File: src/instrument_status_error_queue_unit_macros.svh
// assertion helpers for the status and error queue unit
`ifndef INSTRUMENT_STATUS_ERROR_QUEUE_UNIT_MACROS_SVH
`define INSTRUMENT_STATUS_ERROR_QUEUE_UNIT_MACROS_SVH

// same-cycle implication, checked on clk outside reset
`define ISEQ_ASSERT_NOW(label, ante, cons) \
  label: assert property (@(posedge clk) disable iff (!rst_n) (ante) |-> (cons)) \
    else $error("%m: status queue check failed");

// next-cycle implication, checked on clk outside reset
`define ISEQ_ASSERT_NEXT(label, ante, cons) \
  label: assert property (@(posedge clk) disable iff (!rst_n) (ante) |=> (cons)) \
    else $error("%m: status queue check failed");

`endif

File: src/iseq_pkg.sv
package iseq_pkg;

  localparam int QUEUE_DEPTH = 16;
  localparam int PTR_W       = $clog2(QUEUE_DEPTH);
  localparam int CNT_W       = $clog2(QUEUE_DEPTH + 1);
  localparam int NUM_W       = 16;

  typedef enum logic [2:0] {
    CMD_PUSH  = 3'd0,
    CMD_POP   = 3'd1,
    CMD_EVENT = 3'd2,
    CMD_READ  = 3'd3,
    CMD_CLEAR = 3'd4
  } cmd_t;

  // configuration register indexes
  localparam logic CFG_ESE = 1'b0;
  localparam logic CFG_SRE = 1'b1;

  // event status register bits
  localparam logic [7:0] ESR_OPC = 8'h01;
  localparam logic [7:0] ESR_RQC = 8'h02;
  localparam logic [7:0] ESR_QYE = 8'h04;
  localparam logic [7:0] ESR_DDE = 8'h08;
  localparam logic [7:0] ESR_EXE = 8'h10;
  localparam logic [7:0] ESR_CME = 8'h20;
  localparam logic [7:0] ESR_URQ = 8'h40;
  localparam logic [7:0] ESR_PON = 8'h80;

  // status byte bits
  localparam logic [7:0] STB_EAV = 8'h04;
  localparam logic [7:0] STB_QSB = 8'h08;
  localparam logic [7:0] STB_MAV = 8'h10;
  localparam logic [7:0] STB_ESB = 8'h20;
  localparam logic [7:0] STB_MSS = 8'h40;
  localparam logic [7:0] STB_OSB = 8'h80;

  localparam logic signed [NUM_W-1:0] OVERFLOW_NUMBER = -16'sd350;

  localparam logic signed [NUM_W-1:0] CLASS_EXE_TOP = -16'sd200;
  localparam logic signed [NUM_W-1:0] CLASS_DDE_TOP = -16'sd300;
  localparam logic signed [NUM_W-1:0] CLASS_QYE_TOP = -16'sd400;
  localparam logic signed [NUM_W-1:0] CLASS_PON_TOP = -16'sd500;
  localparam logic signed [NUM_W-1:0] CLASS_URQ_TOP = -16'sd600;
  localparam logic signed [NUM_W-1:0] CLASS_RQC_TOP = -16'sd700;
  localparam logic signed [NUM_W-1:0] CLASS_OPC_TOP = -16'sd800;
  localparam logic signed [NUM_W-1:0] CLASS_NONE_TOP = -16'sd900;

  // decoded command for one word
  typedef struct packed {
    logic push;
    logic pop;
    logic evt;
    logic clr;
  } dec_t;

  // esr bit latched by an error number
  function automatic logic [7:0] class_bit(input logic signed [NUM_W-1:0] n);
    logic [7:0] b;
    b = '0;
    if (n == '0)                b = '0;
    else if (n > 0)             b = ESR_DDE;
    else if (n > CLASS_EXE_TOP) b = ESR_CME;
    else if (n > CLASS_DDE_TOP) b = ESR_EXE;
    else if (n > CLASS_QYE_TOP) b = ESR_DDE;
    else if (n > CLASS_PON_TOP) b = ESR_QYE;
    else if (n > CLASS_URQ_TOP) b = ESR_PON;
    else if (n > CLASS_RQC_TOP) b = ESR_URQ;
    else if (n > CLASS_OPC_TOP) b = ESR_RQC;
    else if (n > CLASS_NONE_TOP) b = ESR_OPC;
    return b;
  endfunction

endpackage

File: src/instrument_status_error_queue_unit.sv
// channel  direction  handshake              payload
// in       input      in_valid / in_ready    command, error_number, event_bits, summary_bits
// out      output     out_valid / out_ready  popped_valid, popped_number, status_byte,
//                                            event_status, queue_fill
// cfg      input      cfg_we                 cfg_index, cfg_data (ese, sre)
//
// one word per cycle while out_ready allows: an input register and a result
// register, with the queue pointer update, esr update and status byte worked
// out combinationally between them; a word waits until the result is free.
// reset clears queue pointers, fill count, esr, masks and both valid flags;
// the error store itself is not cleared.
// a stalled result holds the input register; a new word still enters while
// the input register drains into a free result register.
module instrument_status_error_queue_unit (
  input  logic               clk,
  input  logic               rst_n,
  input  logic               in_valid,
  output logic               in_ready,
  input  logic [2:0]         in_command,
  input  logic signed [15:0] in_error_number,
  input  logic [7:0]         in_event_bits,
  input  logic [7:0]         in_summary_bits,
  output logic               out_valid,
  input  logic               out_ready,
  output logic               out_popped_valid,
  output logic signed [15:0] out_popped_number,
  output logic [7:0]         out_status_byte,
  output logic [7:0]         out_event_status,
  output logic [4:0]         out_queue_fill,
  input  logic               cfg_we,
  input  logic               cfg_index,
  input  logic [7:0]         cfg_data
);

  logic               in_v_r, in_v_nxt;
  logic [2:0]         cmd_r;
  logic signed [15:0] num_r;
  logic [7:0]         ev_r;
  logic [7:0]         sum_r;
  logic               out_v_r, out_v_nxt;
  logic               pv_r;
  logic signed [15:0] pnum_r;
  logic [7:0]         stb_r;
  logic [7:0]         esr_out_r;
  logic [4:0]         fill_r;
  logic [7:0]         ese_r;
  logic [7:0]         sre_r;

  logic                              in_fire;
  logic                              proc_fire;
  iseq_pkg::dec_t                    dec;
  logic signed [iseq_pkg::NUM_W-1:0] head_data;
  logic                              q_not_empty;
  logic                              q_full;
  logic [iseq_pkg::CNT_W-1:0]        count_nxt;
  logic [7:0]                        esr_nxt;
  logic                              pv_nxt;
  logic signed [15:0]                pnum_nxt;
  logic [7:0]                        stb_nxt;

  assign proc_fire = in_v_r && (!out_v_r || out_ready);
  assign in_ready  = !in_v_r || proc_fire;
  assign in_fire   = in_valid && in_ready;
  assign in_v_nxt  = in_fire ? 1'b1 : (proc_fire ? 1'b0 : in_v_r);
  assign out_v_nxt = proc_fire ? 1'b1 : ((out_v_r && out_ready) ? 1'b0 : out_v_r);

  always_comb begin
    dec = '0;
    unique case (iseq_pkg::cmd_t'(cmd_r))
      iseq_pkg::CMD_PUSH:  dec.push = (num_r != '0);
      iseq_pkg::CMD_POP:   dec.pop  = 1'b1;
      iseq_pkg::CMD_EVENT: dec.evt  = 1'b1;
      iseq_pkg::CMD_CLEAR: dec.clr  = 1'b1;
      default:             dec      = '0;
    endcase
  end

  iseq_queue u_queue (
    .clk       (clk),
    .rst_n     (rst_n),
    .fire      (proc_fire),
    .dec       (dec),
    .push_data (num_r),
    .head_data (head_data),
    .not_empty (q_not_empty),
    .full      (q_full),
    .count_nxt (count_nxt)
  );

  iseq_event u_event (
    .clk        (clk),
    .rst_n      (rst_n),
    .fire       (proc_fire),
    .dec        (dec),
    .number     (num_r),
    .ev_bits    (ev_r),
    .queue_full (q_full),
    .esr_nxt    (esr_nxt)
  );

  assign pv_nxt   = dec.pop && q_not_empty;
  assign pnum_nxt = pv_nxt ? head_data : '0;

  // status byte from the state after this word
  always_comb begin
    stb_nxt = sum_r & (iseq_pkg::STB_QSB | iseq_pkg::STB_MAV | iseq_pkg::STB_OSB);
    if (count_nxt != '0) stb_nxt = stb_nxt | iseq_pkg::STB_EAV;
    if ((esr_nxt & ese_r) != '0) stb_nxt = stb_nxt | iseq_pkg::STB_ESB;
    if ((stb_nxt & sre_r & ~iseq_pkg::STB_MSS) != '0) stb_nxt = stb_nxt | iseq_pkg::STB_MSS;
  end

  always_ff @(posedge clk) begin
    if (!rst_n) begin
      in_v_r  <= 1'b0;
      out_v_r <= 1'b0;
      ese_r   <= '0;
      sre_r   <= '0;
    end else begin
      in_v_r  <= in_v_nxt;
      out_v_r <= out_v_nxt;
      if (cfg_we) begin
        unique case (cfg_index)
          iseq_pkg::CFG_ESE: ese_r <= cfg_data;
          iseq_pkg::CFG_SRE: sre_r <= cfg_data;
          default:           ese_r <= ese_r;
        endcase
      end
    end
  end

  always_ff @(posedge clk) begin
    if (in_fire) begin
      cmd_r <= in_command;
      num_r <= in_error_number;
      ev_r  <= in_event_bits;
      sum_r <= in_summary_bits;
    end
    if (proc_fire) begin
      pv_r      <= pv_nxt;
      pnum_r    <= pnum_nxt;
      stb_r     <= stb_nxt;
      esr_out_r <= esr_nxt;
      fill_r    <= 5'(count_nxt);
    end
  end

  assign out_valid         = out_v_r;
  assign out_popped_valid  = pv_r;
  assign out_popped_number = pnum_r;
  assign out_status_byte   = stb_r;
  assign out_event_status  = esr_out_r;
  assign out_queue_fill    = fill_r;

`include "instrument_status_error_queue_unit_macros.svh"

  `ISEQ_ASSERT_NOW(a_empty_pop_zero, out_valid && !out_popped_valid, out_popped_number == 16'sd0)
  `ISEQ_ASSERT_NOW(a_eav_tracks_fill, out_valid, out_status_byte[2] == (out_queue_fill != 5'd0))
  `ISEQ_ASSERT_NEXT(a_clear_empties, proc_fire && dec.clr, out_event_status == 8'd0 && out_queue_fill == 5'd0)

endmodule

File: src/iseq_queue.sv
module iseq_queue (
  input  logic                                    clk,
  input  logic                                    rst_n,
  input  logic                                    fire,
  input  iseq_pkg::dec_t                          dec,
  input  logic signed [iseq_pkg::NUM_W-1:0]       push_data,
  output logic signed [iseq_pkg::NUM_W-1:0]       head_data,
  output logic                                    not_empty,
  output logic                                    full,
  output logic [iseq_pkg::CNT_W-1:0]              count_nxt
);

  logic signed [iseq_pkg::NUM_W-1:0] store [iseq_pkg::QUEUE_DEPTH];
  logic [iseq_pkg::PTR_W-1:0] rd_ptr_r, rd_ptr_nxt;
  logic [iseq_pkg::PTR_W-1:0] wr_ptr_r, wr_ptr_nxt;
  logic [iseq_pkg::CNT_W-1:0] count_r;
  logic [iseq_pkg::PTR_W-1:0] wr_prev;
  logic [iseq_pkg::PTR_W-1:0] rd_inc;
  logic [iseq_pkg::PTR_W-1:0] wr_inc;

  localparam logic [iseq_pkg::PTR_W-1:0] PTR_LAST =
    iseq_pkg::PTR_W'(iseq_pkg::QUEUE_DEPTH - 1);

  assign not_empty = (count_r != '0);
  assign full      = (count_r == iseq_pkg::CNT_W'(iseq_pkg::QUEUE_DEPTH));
  assign head_data = store[rd_ptr_r];

  assign rd_inc  = (rd_ptr_r == PTR_LAST) ? '0 : rd_ptr_r + 1'b1;
  assign wr_inc  = (wr_ptr_r == PTR_LAST) ? '0 : wr_ptr_r + 1'b1;
  assign wr_prev = (wr_ptr_r == '0) ? PTR_LAST : wr_ptr_r - 1'b1;

  always_comb begin
    rd_ptr_nxt = rd_ptr_r;
    wr_ptr_nxt = wr_ptr_r;
    count_nxt  = count_r;
    if (dec.clr) begin
      rd_ptr_nxt = '0;
      wr_ptr_nxt = '0;
      count_nxt  = '0;
    end else if (dec.push && !full) begin
      wr_ptr_nxt = wr_inc;
      count_nxt  = count_r + 1'b1;
    end else if (dec.pop && not_empty) begin
      rd_ptr_nxt = rd_inc;
      count_nxt  = count_r - 1'b1;
    end
  end

  always_ff @(posedge clk) begin
    if (!rst_n) begin
      rd_ptr_r <= '0;
      wr_ptr_r <= '0;
      count_r  <= '0;
    end else if (fire) begin
      rd_ptr_r <= rd_ptr_nxt;
      wr_ptr_r <= wr_ptr_nxt;
      count_r  <= count_nxt;
    end
  end

  // full queue: newest entry turns into the overflow marker
  always_ff @(posedge clk) begin
    if (fire && dec.push) begin
      if (full) store[wr_prev] <= iseq_pkg::OVERFLOW_NUMBER;
      else      store[wr_ptr_r] <= push_data;
    end
  end

endmodule

File: src/iseq_event.sv
module iseq_event (
  input  logic                              clk,
  input  logic                              rst_n,
  input  logic                              fire,
  input  iseq_pkg::dec_t                    dec,
  input  logic signed [iseq_pkg::NUM_W-1:0] number,
  input  logic [7:0]                        ev_bits,
  input  logic                              queue_full,
  output logic [7:0]                        esr_nxt
);

  logic [7:0] esr_r;

  always_comb begin
    esr_nxt = esr_r;
    if (dec.clr) begin
      esr_nxt = '0;
    end else if (dec.push) begin
      esr_nxt = esr_r | iseq_pkg::class_bit(number)
              | (queue_full ? iseq_pkg::ESR_DDE : 8'h00);
    end else if (dec.evt) begin
      esr_nxt = esr_r | ev_bits;
    end
  end

  always_ff @(posedge clk) begin
    if (!rst_n) begin
      esr_r <= '0;
    end else if (fire) begin
      esr_r <= esr_nxt;
    end
  end

endmodule

File: config.mk
export PLATFORM = sky130hd
export DESIGN_NAME = instrument_status_error_queue_unit
export DESIGN_NICKNAME = d
export VERILOG_FILES = /design/src/iseq_pkg.sv /design/src/instrument_status_error_queue_unit.sv /design/src/iseq_queue.sv /design/src/iseq_event.sv
export VERILOG_INCLUDE_DIRS = /design/src /design/src/src
export SDC_FILE = /design/constraint.sdc
export NUM_CORES = 1
export LEC_CHECK = 0
export ABC_AREA = 1
export BUFFER_PORTS_ARGS = -buffer_cell sky130_fd_sc_hd__clkbuf_2
export CORE_MARGIN = 5
export CORE_UTILIZATION = 52
export CTS_CLUSTER_DIAMETER = 200
export DETAILED_ROUTE_END_ITERATION = 6
export PLACE_DENSITY = 0.7
export SYNTH_ARGS = -nofsm -noshare
export SYNTH_HDL_FRONTEND = slang
export SYNTH_HIERARCHICAL = 1
export SYNTH_SLANG_ARGS = --single-unit
File: constraint.sdc
create_clock -name clk -period 13.4 [get_ports clk]
set_clock_uncertainty 0.1 [all_clocks]
set_input_delay 4.02 -clock clk [delete_from_list [all_inputs] [get_ports clk]]
set_output_delay 4.02 -clock clk [all_outputs]
set_load 0.02 [all_outputs]
==> reports/metrics.yaml <==
status: "finished with violations"
violations: "design-rule violations"
cts_sinks: 362
peakVddDrop_v: 0.00009821
fin_crit_sh: 0.6454
first_pass_iters: 7
hold_path.class: "reg2reg"
synth_area_leaders: "edfxtp_1 (64%), nor2_1 (5.6%), dfxtp_1 (5.3%), o21ai_0 (5.1%), nand2_1 (3.1%)"
cap_viol_max_count: 0
hpwl_mm: 21.00
multi_input_area_sq_mm: 0.004110
pwr-share-comb: 0.045
track_usage: 0.2127
numCtsBuffers: 38
max_freq_mhz: 115.6
routedWlPerCell_um: 19.83
synth_cell_types: 44
yosys_warnings: 6
rsz0062_at_grt: "no"
switching_share: 0.2130
die_w_um: 181.1
dieArea_sq_mm: 0.03279
cts_tree: "done"
htreeDepth: 2
p_clk_frac: 0.424
worstPathRequired_ps: 9280
cts_resized: 0
place.gp.congestion: 0.8953
synth_area_per_cell_sq_um: 11.54
first_iter_violations: 1103
yosysTopAreaCell: "edfxtp_1"
nFillCells: 2258
yosysMostFrequentCell: "edfxtp_1"
synthesis.area_sq_mm: 0.01522
viasPerCell: 5.689
fp.coreArea_sq_mm: 0.02878
grt_antenna_before_repair: 0
p_switching_w: 0.0005041
cts_buffer_depth: 3
grt_pass1_wl_mm: 54.96
diodes: 0
post-route-drc-count: 4
fin_hold_ws_ps: 351.1
cp-end-kind: "output pin"
start_util: 0.5288
internal_power_w: 0.001862
async_reset_ff_frac: 0
cts_hold_repair.buffers: 0
netlist.area_leader.share: 0.6354
dp.cells: 1740
cp_max_fo: 3
via_count: 10290
crit_arrival_ps: 4530
grt_max_degree: 96
synth-main-ff-cell: "edfxtp_1"
period_needed_ps: 8648
setup_viol: 0
postRouteAntennaNets: 0
die_h_um: 181.1
yosys-top-cells-count: "edfxtp_1 (322), nor2_1 (228), o21ai_0 (155)"
yosysSeqAreaShare: 0.6880
drv_slew: 0
rows: 62
clock_latency_ps: 530
hold_viol_final: 0
grt_pass1_vias: 9925
clk_pin_slew_ps: 60
tightest_slew_ps: 1280
ys_ff_latch: 362
area_delta_synth_final_pct: 12.94
clockRootBuffer: "clkbuf_16"
register_area_sq_mm: 0.01048
cts_setup_buffers: 0
synth_edf_count: 322
totalWireLength_mm: 35.87
gr-total-overflow: 0
port_buffers: 81
powerDensity_mw_per_mm2: 137.7
p_leak_nw: 6.549
criticalPathCategory: "in2out"
relSlewSlack: 0.1454
fin_cells: 1809
syn_inst: 1319
final_net_count: 1450
drive_gt1_frac: 0.1719
setup_tns_ps: 0
seqPwrFrac: 0.531
startpoint_type: "input port"
io_pins: 89
## stage by stage
step | total power, W | util | cell area, sq um | setup slack, ps
finish | 0.002367 | 0.5972 | 17190 | 4752
global route | 0.002443 | 0.5972 | 17190 | 4702
CTS | 0.002380 | 0.5972 | 17190 | 4747
detailed placement | 0.001386 | 0.5556 | 15990 | 4751
global placement | 0.001383 | 0.5556 | 15990 | 4773
floorplan | 0.001350 | - | 15220 | 4987
## layout by cell type, fill, tap and decap left out, drive strengths merged, types with 2 or more instances in the layout
cell type,Yosys,final
edfxtp,322,322
nor2,246,246
o21ai,169,169
nand2,146,146
clkbuf,37,135
inv,103,105
nand3,65,65
o221ai,50,50
dfxtp,40,40
a21oi,35,35
buf,25,17
o211ai,15,15
o22ai,14,14
clkinv,1,11
or2,10,10
nand4,8,8
nor3,7,7
xor2,5,5
ha,5,5
nand3b,4,4
conb,1,2
bufinv,0,2
a21o,2,2
xnor2,2,2
and3,2,2
## power groups by stage
stage	Sequential [W]	Clock, W	Combinational, W
finish	0.00126	0.00100	0.000108
global route	0.00126	0.00107	0.000120
CTS	0.00126	0.00102	0.000108
detailed placement	0.00128	0	0.000107
global placement	0.00128	0	0.000105
floorplan	0.00128	0	0.0000705
## cell type report
type,instances,share of cell area
flip-flops and latches,362,0.6094
multi-input cells,792,0.2391
clock buffers,54,0.06122
repair buffers,98,0.03101
well taps,384,0.02795
inverters,104,0.02279
clock inverters,15,0.008444
## flip-flops by register name, indices dropped and copies added (netlist names), named ones only
signal and count:
in_v_r 1, out_valid 1, u_queue/count_r 5, u_queue/rd_ptr_r 4, out_popped_valid 1, u_queue/wr_ptr_r 4, ev_r 8, sre_r 5
out_event_status 8, cmd_r 3, out_queue_fill 5, out_popped_number 16, sum_r 3, ese_r 8, out_status_byte 6, u_event/esr_r 8
num_r 16, u_queue/store 256
## routing by layer
metal	track usage	up-vias	routed length, um
li1	-	4850	-
met2	0.3666	402	17790
met1	0.2854	4982	14630
met4	0.06695	0	878
met5	0	-	0
met3	0.02453	57	2572
## worst max-delay path, stage by stage
cell	delay (ps)
clkbuf_2	80
inv_1	110
nand3_1	130
clkbuf_2	180
## kinds of logic (layout without fill, tap and decap cells)
logic type | Yosys count | in the layout | synth area share
fa+ha+maj | 5 | 5 | 0.004111
buf+inv | 166 | 271 | 0.04555
other cells | 1 | 2 | 0.0002464
xor+xnor | 7 | 7 | 0.004029
compound gates | 288 | 288 | 0.1144
simple gates | 490 | 490 | 0.1437
flops | 362 | 362 | 0.6880
## path summary, 6_finish.rpt
kind / start / end / slack [ps] / depth (start not counted)
setup reg to reg: num_r[15] / u_queue/store[7][1] / 9570 / 11
hold reg to reg: sum_r[4] / out_status_byte[4] / 350 / 0
hold / removal: sum_r[4] / out_status_byte[4] / 350 / 0
setup / recovery: out_ready / in_ready / 4750 / 4
Power figures use the tool's default switching activity.
